<file path="config.mk">
export PLATFORM = sky130hd
export DESIGN_NAME = detection_decode_argmax_filter
export DESIGN_NICKNAME = d
export VERILOG_FILES = /design/src/rtl/core/dda_pkg.sv /design/src/rtl/core/dda_round.sv /design/src/rtl/core/dda_decode.sv /design/src/rtl/core/detection_decode_argmax_filter.sv
export SDC_FILE = /design/constraint.sdc
export NUM_CORES = 1
export LEC_CHECK = 0
export BUFFER_PORTS_ARGS = -buffer_cell sky130_fd_sc_hd__buf_2
export CORE_AREA = 2 2 269 192
export DETAILED_ROUTE_END_ITERATION = 7
export DIE_AREA = 0 0 271 194
export GPL_ROUTABILITY_DRIVEN = 1
export GPL_TIMING_DRIVEN = 0
export PLACE_DENSITY = 0.71
export SLEW_MARGIN = 0
export SYNTH_ARGS = -nofsm -noshare
export SYNTH_HDL_FRONTEND = slang
export SYNTH_SLANG_ARGS = --single-unit
</file>
<file path="constraint.sdc">
create_clock -name clk -period 22.9 [get_ports clk]
set_input_delay 4.58 -clock clk [delete_from_list [all_inputs] [get_ports clk]]
set_output_delay 4.58 -clock clk [all_outputs]
set_load 0.05 [all_outputs]
</file>
<file path="src/rtl/core/dda_pkg.sv">
// Shared types and constants for the detection decode and argmax filter.
package dda_pkg;

    localparam int MAX_CLASSES_DEFAULT     = 128;
    localparam int MAX_MASK_COEFFS_DEFAULT = 64;

    localparam int FEATURE_W   = 32;
    localparam int EDGE_W      = 17;
    localparam int SCORE_W     = 31;
    localparam int CLASS_W     = 8;
    localparam int NUM_CLS_W   = 8;
    localparam int MASK_CNT_W  = 7;
    localparam int CFG_IDX_W   = 2;
    localparam int CFG_DATA_W  = 31;
    localparam int OUT_DATA_W  = 144;

    localparam logic [NUM_CLS_W-1:0]  NUM_CLASSES_RESET    = 8'd80;
    localparam logic [MASK_CNT_W-1:0] MASK_COUNT_RESET     = 7'd32;
    localparam logic [SCORE_W-1:0]    CONF_THRESHOLD_RESET = 31'd16384;
    localparam logic [CLASS_W-1:0]    NO_CLASS             = 8'hFF;

    typedef enum logic [CFG_IDX_W-1:0] {
        REG_NUM_CLASSES    = 2'd0,
        REG_MASK_COUNT     = 2'd1,
        REG_CONF_THRESHOLD = 2'd2
    } reg_index_t;

    localparam logic KIND_HEADER = 1'b0;
    localparam logic KIND_MASK   = 1'b1;

    typedef struct packed {
        logic [NUM_CLS_W-1:0]  class_count;
        logic [MASK_CNT_W-1:0] mask_count;
        logic [SCORE_W-1:0]    conf_threshold;
    } cfg_t;

    typedef struct packed {
        logic                        kind;
        logic signed [EDGE_W-1:0]    left;
        logic signed [EDGE_W-1:0]    top;
        logic signed [EDGE_W-1:0]    box_width;
        logic signed [EDGE_W-1:0]    box_height;
        logic [SCORE_W-1:0]          score;
        logic signed [CLASS_W-1:0]   class_id;
        logic signed [FEATURE_W-1:0] coefficient;
        logic                        last;
    } result_t;

endpackage

</file>
<file path="src/rtl/core/dda_round.sv">
// Round half away from zero dropping 17 fraction bits, saturated to 17 signed bits.
module dda_round
    import dda_pkg::*;
(
    input  logic signed [33:0]       value,
    output logic signed [EDGE_W-1:0] rounded
);

    localparam logic signed [17:0] SAT_LO = -18'sd65536;
    localparam logic signed [17:0] SAT_HI = 18'sd65535;

    logic signed [34:0] bias;
    logic signed [34:0] sum;
    logic signed [17:0] shifted;

    // negative values take half minus one, which rounds ties away from zero
    assign bias    = value[33] ? 35'sh0FFFF : 35'sh10000;
    assign sum     = {value[33], value} + bias;
    assign shifted = sum[34:17];

    always_comb
    begin
        if (shifted < SAT_LO)
        begin
            rounded = SAT_LO[EDGE_W-1:0];
        end
        else if (shifted > SAT_HI)
        begin
            rounded = SAT_HI[EDGE_W-1:0];
        end
        else
        begin
            rounded = shifted[EDGE_W-1:0];
        end
    end

endmodule

</file>
<file path="src/rtl/core/dda_decode.sv">
// Box position tracking, argmax over class scores and result formation.
module dda_decode
    import dda_pkg::*;
#(
    parameter int MAX_CLASSES     = MAX_CLASSES_DEFAULT,
    parameter int MAX_MASK_COEFFS = MAX_MASK_COEFFS_DEFAULT
)
(
    input  logic                 clk,
    input  logic                 rst_n,
    input  cfg_t                 cfg,
    input  logic                 fire,
    input  logic [FEATURE_W-1:0] feature,
    output logic                 res_valid,
    output result_t              res
);

    localparam int CLS_W = $clog2(MAX_CLASSES + 1);
    localparam int MSK_W = $clog2(MAX_MASK_COEFFS + 1);
    localparam int POS_W = $clog2(4 + MAX_CLASSES + MAX_MASK_COEFFS + 1);

    logic [POS_W-1:0]     pos_reg, pos_next;
    logic [FEATURE_W-1:0] bv_reg [4];
    logic [FEATURE_W-1:0] bv_next [4];
    logic [SCORE_W-1:0]   best_reg, best_next;
    logic [CLASS_W-1:0]   cls_reg, cls_next;
    logic                 acc_reg, acc_next;

    logic [CLS_W-1:0]     nc_eff;
    logic [MSK_W-1:0]     mc_eff;
    logic [POS_W-1:0]     total;
    logic [POS_W-1:0]     p;
    logic                 in_box;
    logic                 in_cls;
    logic                 beats;
    logic [SCORE_W-1:0]   best_cur, best_new;
    logic [CLASS_W-1:0]   cls_cur, cls_new;
    logic                 acc_cur;
    logic                 is_hdr;
    logic                 is_mask;
    logic signed [33:0]   left_v, top_v, w_v, h_v;
    logic signed [EDGE_W-1:0] left_r, top_r, w_r, h_r;

    always_comb
    begin
        if (cfg.class_count == '0)
        begin
            nc_eff = CLS_W'(1);
        end
        else if (32'(cfg.class_count) > 32'(MAX_CLASSES))
        begin
            nc_eff = CLS_W'(MAX_CLASSES);
        end
        else
        begin
            nc_eff = CLS_W'(cfg.class_count);
        end

        if (cfg.mask_count == '0)
        begin
            mc_eff = MSK_W'(1);
        end
        else if (32'(cfg.mask_count) > 32'(MAX_MASK_COEFFS))
        begin
            mc_eff = MSK_W'(MAX_MASK_COEFFS);
        end
        else
        begin
            mc_eff = MSK_W'(cfg.mask_count);
        end
    end

    assign total = POS_W'(4) + POS_W'(nc_eff) + POS_W'(mc_eff);
    // a position past the end of the box after a count change starts a new box
    assign p     = (pos_reg >= total) ? '0 : pos_reg;

    assign in_box = p < POS_W'(4);
    assign in_cls = !in_box && (p < POS_W'(4) + POS_W'(nc_eff));

    assign best_cur = (p == '0) ? '0 : best_reg;
    assign cls_cur  = (p == '0) ? NO_CLASS : cls_reg;
    assign acc_cur  = (p == '0) ? 1'b0 : acc_reg;

    assign beats    = in_cls && !feature[FEATURE_W-1] && (feature[SCORE_W-1:0] > best_cur);
    assign best_new = beats ? feature[SCORE_W-1:0] : best_cur;
    assign cls_new  = beats ? CLASS_W'(p - POS_W'(4)) : cls_cur;

    assign is_hdr  = in_cls && (p == POS_W'(3) + POS_W'(nc_eff))
                     && (best_new >= cfg.conf_threshold);
    assign is_mask = !in_box && !in_cls && acc_cur;

    // corners use doubled centers so the half size stays exact
    assign left_v = {bv_reg[0][31], bv_reg[0], 1'b0} - {{2{bv_reg[2][31]}}, bv_reg[2]};
    assign top_v  = {bv_reg[1][31], bv_reg[1], 1'b0} - {{2{bv_reg[3][31]}}, bv_reg[3]};
    assign w_v    = {bv_reg[2][31], bv_reg[2], 1'b0};
    assign h_v    = {bv_reg[3][31], bv_reg[3], 1'b0};

    dda_round u_round_left (.value(left_v), .rounded(left_r));
    dda_round u_round_top  (.value(top_v),  .rounded(top_r));
    dda_round u_round_w    (.value(w_v),    .rounded(w_r));
    dda_round u_round_h    (.value(h_v),    .rounded(h_r));

    always_comb
    begin
        res       = '0;
        res_valid = is_hdr || is_mask;
        if (is_hdr)
        begin
            res.kind       = KIND_HEADER;
            res.left       = left_r;
            res.top        = top_r;
            res.box_width  = w_r;
            res.box_height = h_r;
            res.score      = best_new;
            res.class_id   = cls_new;
        end
        else if (is_mask)
        begin
            res.kind        = KIND_MASK;
            res.coefficient = feature;
            res.last        = (p == total - POS_W'(1));
        end
    end

    always_comb
    begin
        pos_next  = pos_reg;
        bv_next   = bv_reg;
        best_next = best_reg;
        cls_next  = cls_reg;
        acc_next  = acc_reg;
        if (fire)
        begin
            pos_next  = (p + POS_W'(1) >= total) ? '0 : p + POS_W'(1);
            best_next = best_new;
            cls_next  = cls_new;
            acc_next  = acc_cur || is_hdr;
            if (in_box)
            begin
                bv_next[p[1:0]] = feature;
            end
        end
    end

    always_ff @(posedge clk or negedge rst_n)
    begin
        if (!rst_n)
        begin
            pos_reg  <= '0;
            bv_reg   <= '{default: '0};
            best_reg <= '0;
            cls_reg  <= NO_CLASS;
            acc_reg  <= 1'b0;
        end
        else
        begin
            pos_reg  <= pos_next;
            bv_reg   <= bv_next;
            best_reg <= best_next;
            cls_reg  <= cls_next;
            acc_reg  <= acc_next;
        end
    end

    a_mask_needs_header: assert property (@(posedge clk) disable iff (!rst_n)
        is_mask |-> acc_reg && (pos_reg != '0))
        else $error("mask word without an accepted header");

    a_header_meets_threshold: assert property (@(posedge clk) disable iff (!rst_n)
        is_hdr |-> best_new >= cfg.conf_threshold)
        else $error("header emitted below threshold");

    a_accept_after_header: assert property (@(posedge clk) disable iff (!rst_n)
        fire && is_hdr |=> acc_reg)
        else $error("accept flag not set after header");

    a_last_on_mask_only: assert property (@(posedge clk) disable iff (!rst_n)
        res_valid && res.last |-> res.kind == KIND_MASK)
        else $error("last flag on a header word");

endmodule

</file>
<file path="src/rtl/core/detection_decode_argmax_filter.sv">
// Top level of the detection decode and argmax filter with stream ports.
//
// Feature words enter on the s_ side in box order: center x, center y, width,
// height, class_count class scores, then mask_count mask coefficients, all
// signed Q16.16. One word is taken every cycle; each word passes an input
// register, the decode logic and a result register, and m_tready low stalls
// the input only once both registers are full. A box whose best score
// reaches conf_threshold yields one header word (tuser 0) on its last class
// score, then one word per mask coefficient (tuser 1), the final one with
// tlast. Rejected boxes and the other box and score words yield nothing.
// Configuration is taken every cycle on the cfg_ channel and should change
// only while idle.
module detection_decode_argmax_filter
    import dda_pkg::*;
#(
    parameter int MAX_CLASSES     = MAX_CLASSES_DEFAULT,
    parameter int MAX_MASK_COEFFS = MAX_MASK_COEFFS_DEFAULT
)
(
    input  logic                  clk,
    input  logic                  rst_n,
    input  logic                  s_tvalid,
    output logic                  s_tready,
    input  logic [FEATURE_W-1:0]  s_tdata,   // [31:0] feature
    output logic                  m_tvalid,
    input  logic                  m_tready,
    // [16:0] left, [33:17] top, [50:34] box_width, [67:51] box_height,
    // [98:68] score, [106:99] class_id, [138:107] coefficient, [143:139] zero
    output logic [OUT_DATA_W-1:0] m_tdata,
    output logic [0:0]            m_tuser,   // [0] kind
    output logic                  m_tlast,
    input  logic                  cfg_valid,
    output logic                  cfg_ready,
    input  logic [CFG_IDX_W-1:0]  cfg_index,
    input  logic [CFG_DATA_W-1:0] cfg_data
);

    cfg_t                 cfg_reg;
    logic                 in_vld_reg;
    logic [FEATURE_W-1:0] in_data_reg;
    logic                 out_vld_reg, out_vld_next;
    result_t              out_reg;
    logic                 go;
    logic                 res_valid;
    result_t              res;

    assign cfg_ready = 1'b1;

    always_ff @(posedge clk or negedge rst_n)
    begin
        if (!rst_n)
        begin
            cfg_reg.class_count    <= NUM_CLASSES_RESET;
            cfg_reg.mask_count     <= MASK_COUNT_RESET;
            cfg_reg.conf_threshold <= CONF_THRESHOLD_RESET;
        end
        else if (cfg_valid)
        begin
            case (cfg_index)
                REG_NUM_CLASSES:    cfg_reg.class_count    <= cfg_data[NUM_CLS_W-1:0];
                REG_MASK_COUNT:     cfg_reg.mask_count     <= cfg_data[MASK_CNT_W-1:0];
                REG_CONF_THRESHOLD: cfg_reg.conf_threshold <= cfg_data[SCORE_W-1:0];
                default:            cfg_reg <= cfg_reg;
            endcase
        end
    end

    // advance the held word whenever the result register is free or draining
    assign go       = in_vld_reg && (!out_vld_reg || m_tready);
    assign s_tready = !in_vld_reg || go;

    always_ff @(posedge clk or negedge rst_n)
    begin
        if (!rst_n)
        begin
            in_vld_reg <= 1'b0;
        end
        else if (s_tready)
        begin
            in_vld_reg <= s_tvalid;
        end
    end

    always_ff @(posedge clk)
    begin
        if (s_tready && s_tvalid)
        begin
            in_data_reg <= s_tdata;
        end
    end

    dda_decode #(
        .MAX_CLASSES     (MAX_CLASSES),
        .MAX_MASK_COEFFS (MAX_MASK_COEFFS)
    ) u_decode (
        .clk       (clk),
        .rst_n     (rst_n),
        .cfg       (cfg_reg),
        .fire      (go),
        .feature   (in_data_reg),
        .res_valid (res_valid),
        .res       (res)
    );

    always_comb
    begin
        if (go)
        begin
            out_vld_next = res_valid;
        end
        else if (m_tready)
        begin
            out_vld_next = 1'b0;
        end
        else
        begin
            out_vld_next = out_vld_reg;
        end
    end

    always_ff @(posedge clk or negedge rst_n)
    begin
        if (!rst_n)
        begin
            out_vld_reg <= 1'b0;
        end
        else
        begin
            out_vld_reg <= out_vld_next;
        end
    end

    always_ff @(posedge clk)
    begin
        if (go && res_valid)
        begin
            out_reg <= res;
        end
    end

    assign m_tvalid = out_vld_reg;
    assign m_tuser  = out_reg.kind;
    assign m_tlast  = out_reg.last;
    assign m_tdata  = {5'b0, out_reg.coefficient, out_reg.class_id, out_reg.score,
                       out_reg.box_height, out_reg.box_width, out_reg.top, out_reg.left};

endmodule

</file>
==> impl_results.md <==
- Most numerous cell on the critical path: ha_1
- Worst Setup Path Type: reg2reg
- HP Class: reg2reg
- Clock network power share: 0.156
- Slew headroom: 0.217
- Top FF cell, synth: dfrtp_1
- Die X: about 270 um
- Vias per inst: roughly 5.8
- Final cell count without fillers: ~3400
- Maximum vdd drop: between 0.07 and 0.08 mV
- CP delay by family, top: simple AND/OR/NAND/NOR gates
- Static Leak: 12.4 nW
- Critical Path AT: 13.44 ns
- Max incr delay on CP: between 0.7 and 0.8 ns
- Clk_lat worst skew: 0.59 ns
- Commonest cells after routing, fill and taps aside: ha_1 (224), buf_2 (214), dfrtp_1 (212), nand2_1 (175), edfxtp_1 (173)
- Setup repair bufs after CTS: 0
- Critical Path End Type: register
- Dpl hpwl: 52.0 mm
- Largest register FFs: 139
- I/O Buffers: between 200 and 250
- Status: finished clean
- Worst Max-Slew Pin Slew: between 1 and 1.5 ns
- # setup viols final: 0
- Tmin final: 13.19 ns
- Final nets: 2949
- Worst-case clock buffer depth: 3
- Drt initial violations: 1666
- Synthesized cell area: roughly 25000 sq um
- P_int: 2.58 mW
- CP max-delay cell: xnor2_1
- First-pass GRT wire length: about 110 mm
- CTS buffer count: between 40 and 50
- Max_cap viols: 0
- Cell accounting for the most synthesized area: dfrtp_1
- Most common cell after layout, fill and taps aside: ha_1
- Flops & latches, synth: 397
- Clock root buffer: clkbuf_16
- Overflow after GRT: 0
- Dpl cells: 3283
- RSZ-0062 raised after global routing: false
- R2R setup slack: 9.71 ns
- Pwr Density: about 170 nW/um^2
- Sequential power share: 0.225
- Num ports: around 220
- Net switching power: between 2 and 2.5 mW
- DRC Markers: 0
- Post-CTS sizing: 0
- Clock skew: between 0.04 and 0.05 ns
- Total wire length: between 60 and 70 mm
- GRT Total Usage: 0.259
- Post-route ant nets: 0
- Share of layout cells above drive strength 1: 0.188
- Setup TNS Final: 0 ns
- RePlAce Congestion: ~0.95
- Die area: ~53000 sq um
- Synth async-reset ratio: 0.564
- Final count of hold timing violations: 0
- Max Freq: around 76 MHz
- Post-synthesis sequential area ratio: 0.437
- Vias in the first global route: about 19000
- CP required: roughly 23 ns
- Synth unique cells: between 80 and 90
- Syn Inst Count: 2387
- Tcrit/Tclk final: 0.576
- Top post-synthesis cells by area: dfrtp_1 (21%), edfxtp_1 (21%), ha_1 (11%)
- Vias after detailed routing: between 15000 and 20000
- # rows: between 60 and 70
- Antenna violations before repair: 3
- Synth top area share: 0.214
- Largest net degree at the start of global routing: 120
- Starting Density: 0.495
- H-tree levels: 2
- Element type at the critical path start: register
- EDFF count, synth: 173
- Logic gate share of total power: 0.619
- Clock Sinks: 397
- Syn avg cell area: a little over 10 sq um
- Crit Path Max Fanout: 33
- Hold_buf cts: 0
- Core area: between 40000 and 50000 sq um
- Worst Path Buf+Inv: 8
- Area Growth Syn to Fin: 14.4%
- DIE HEIGHT: 194 um
- Pre-Repair DR Iteration Count: 6
- Clock transition at the registers of the reported paths: 0.06 ns
- Warnings from Yosys: 0
- TritonCTS clock tree: done
- Switch share: 0.459
- Drt wl/cell: 20.4 um
- Slew Limit Fails: 0
## worst paths after layout
path,start,endpoint,depth (start not counted)
hold reg to reg,u_decode.best_reg[0],u_decode.best_reg[0],1
setup / recovery,cfg_reg[44],m_tdata[60],43
hold / removal,u_decode.best_reg[0],u_decode.best_reg[0],1
setup reg to reg,cfg_reg[44],m_tdata[60],43
max in group asynchronous,rst_n,u_decode.bv_reg[26],2
min in group asynchronous,rst_n,cfg_reg[37],1
## metrics by stage
stage / setup slack, ns / instance area [sq um] / hold WS, ns / power, mW / util
2_1_floorplan: 6.42 / 24800 / 0.458 / 3.27 / -
3_3_place_gp: 0.922 / 26700 / 0.477 / 3.84 / 0.534
3_5_place_dp: 9.94 / 26800 / 0.481 / 3.95 / 0.537
4_1_cts: 9.88 / 28300 / 0.498 / 4.72 / 0.566
5_1_grt: 9.09 / 28300 / 0.509 / 5.15 / 0.566
6_report: 9.71 / 28300 / 0.501 / 4.77 / 0.566
## power groups by stage
stage | clock [mW] | sequential (mW) | combinational [mW]
after CTS | 0.755 | 1.07 | 2.89
final | 0.742 | 1.07 | 2.95
after detailed placement | 0 | 1.08 | 2.87
after global routing | 0.779 | 1.09 | 3.28
after global placement | 0 | 1.07 | 2.77
after floorplan | 0 | 1.05 | 2.22
## metal layers
layer / up-vias / wire length, um / share of wire / GRT usage
li1: 9158 / - / - / -
met1: 9518 / 32400 / 0.47 / 0.386
met2: 771 / 29400 / 0.43 / 0.383
met3: 97 / 5030 / 0.073 / 0.0441
met4: 0 / 1900 / 0.028 / 0.0829
met5: - / 0 / 0 / 0
## cells in the mapped netlist (all sizes together) (29+ instances only)
| library cell | number |
|---|---|
| a21oi | 152 |
| nand4 | 38 |
| nor2b | 50 |
| a211oi | 29 |
| o21ai | 92 |
| mux2i | 32 |
| and2 | 46 |
| nor3 | 47 |
| nor2 | 146 |
| a21o | 62 |
| edfxtp | 173 |
| ha | 224 |
| a22o | 31 |
| nand3 | 47 |
| mux2 | 171 |
| nand2 | 175 |
| xnor2 | 99 |
| inv | 172 |
| dfrtp | 212 |
| clkbuf | 71 |
| xor2 | 37 |
## final cells by class
class	instances	area [sq um]
fill	4243	21700
multi-input combinational	1727	12900
sequential	397	10800
timing repair buffer	218	1210
clock buffer	48	1080
tap	674	843
inverter	172	646
clock inverter	27	394
buffer	95	390
antenna	4	10.0
## cells by family (layout without fill, tap and decap cells)
| group | count (synthesis) | after routing | synth area share |
|---|---|---|---|
| multiplexers | 203 | 203 | 0.0907 |
| XOR/XNOR | 136 | 136 | 0.0484 |
| flip-flops | 397 | 397 | 0.437 |
| adder cells (fa/ha/maj) | 231 | 231 | 0.117 |
| other | 2 | 10 | 0.000303 |
| buffers and inverters | 267 | 560 | 0.0419 |
| AND/OR/NAND/NOR | 638 | 638 | 0.127 |
| AO/OA/AOI/OAI | 513 | 513 | 0.137 |
Note: power is estimated with default switching activity, not from simulation.
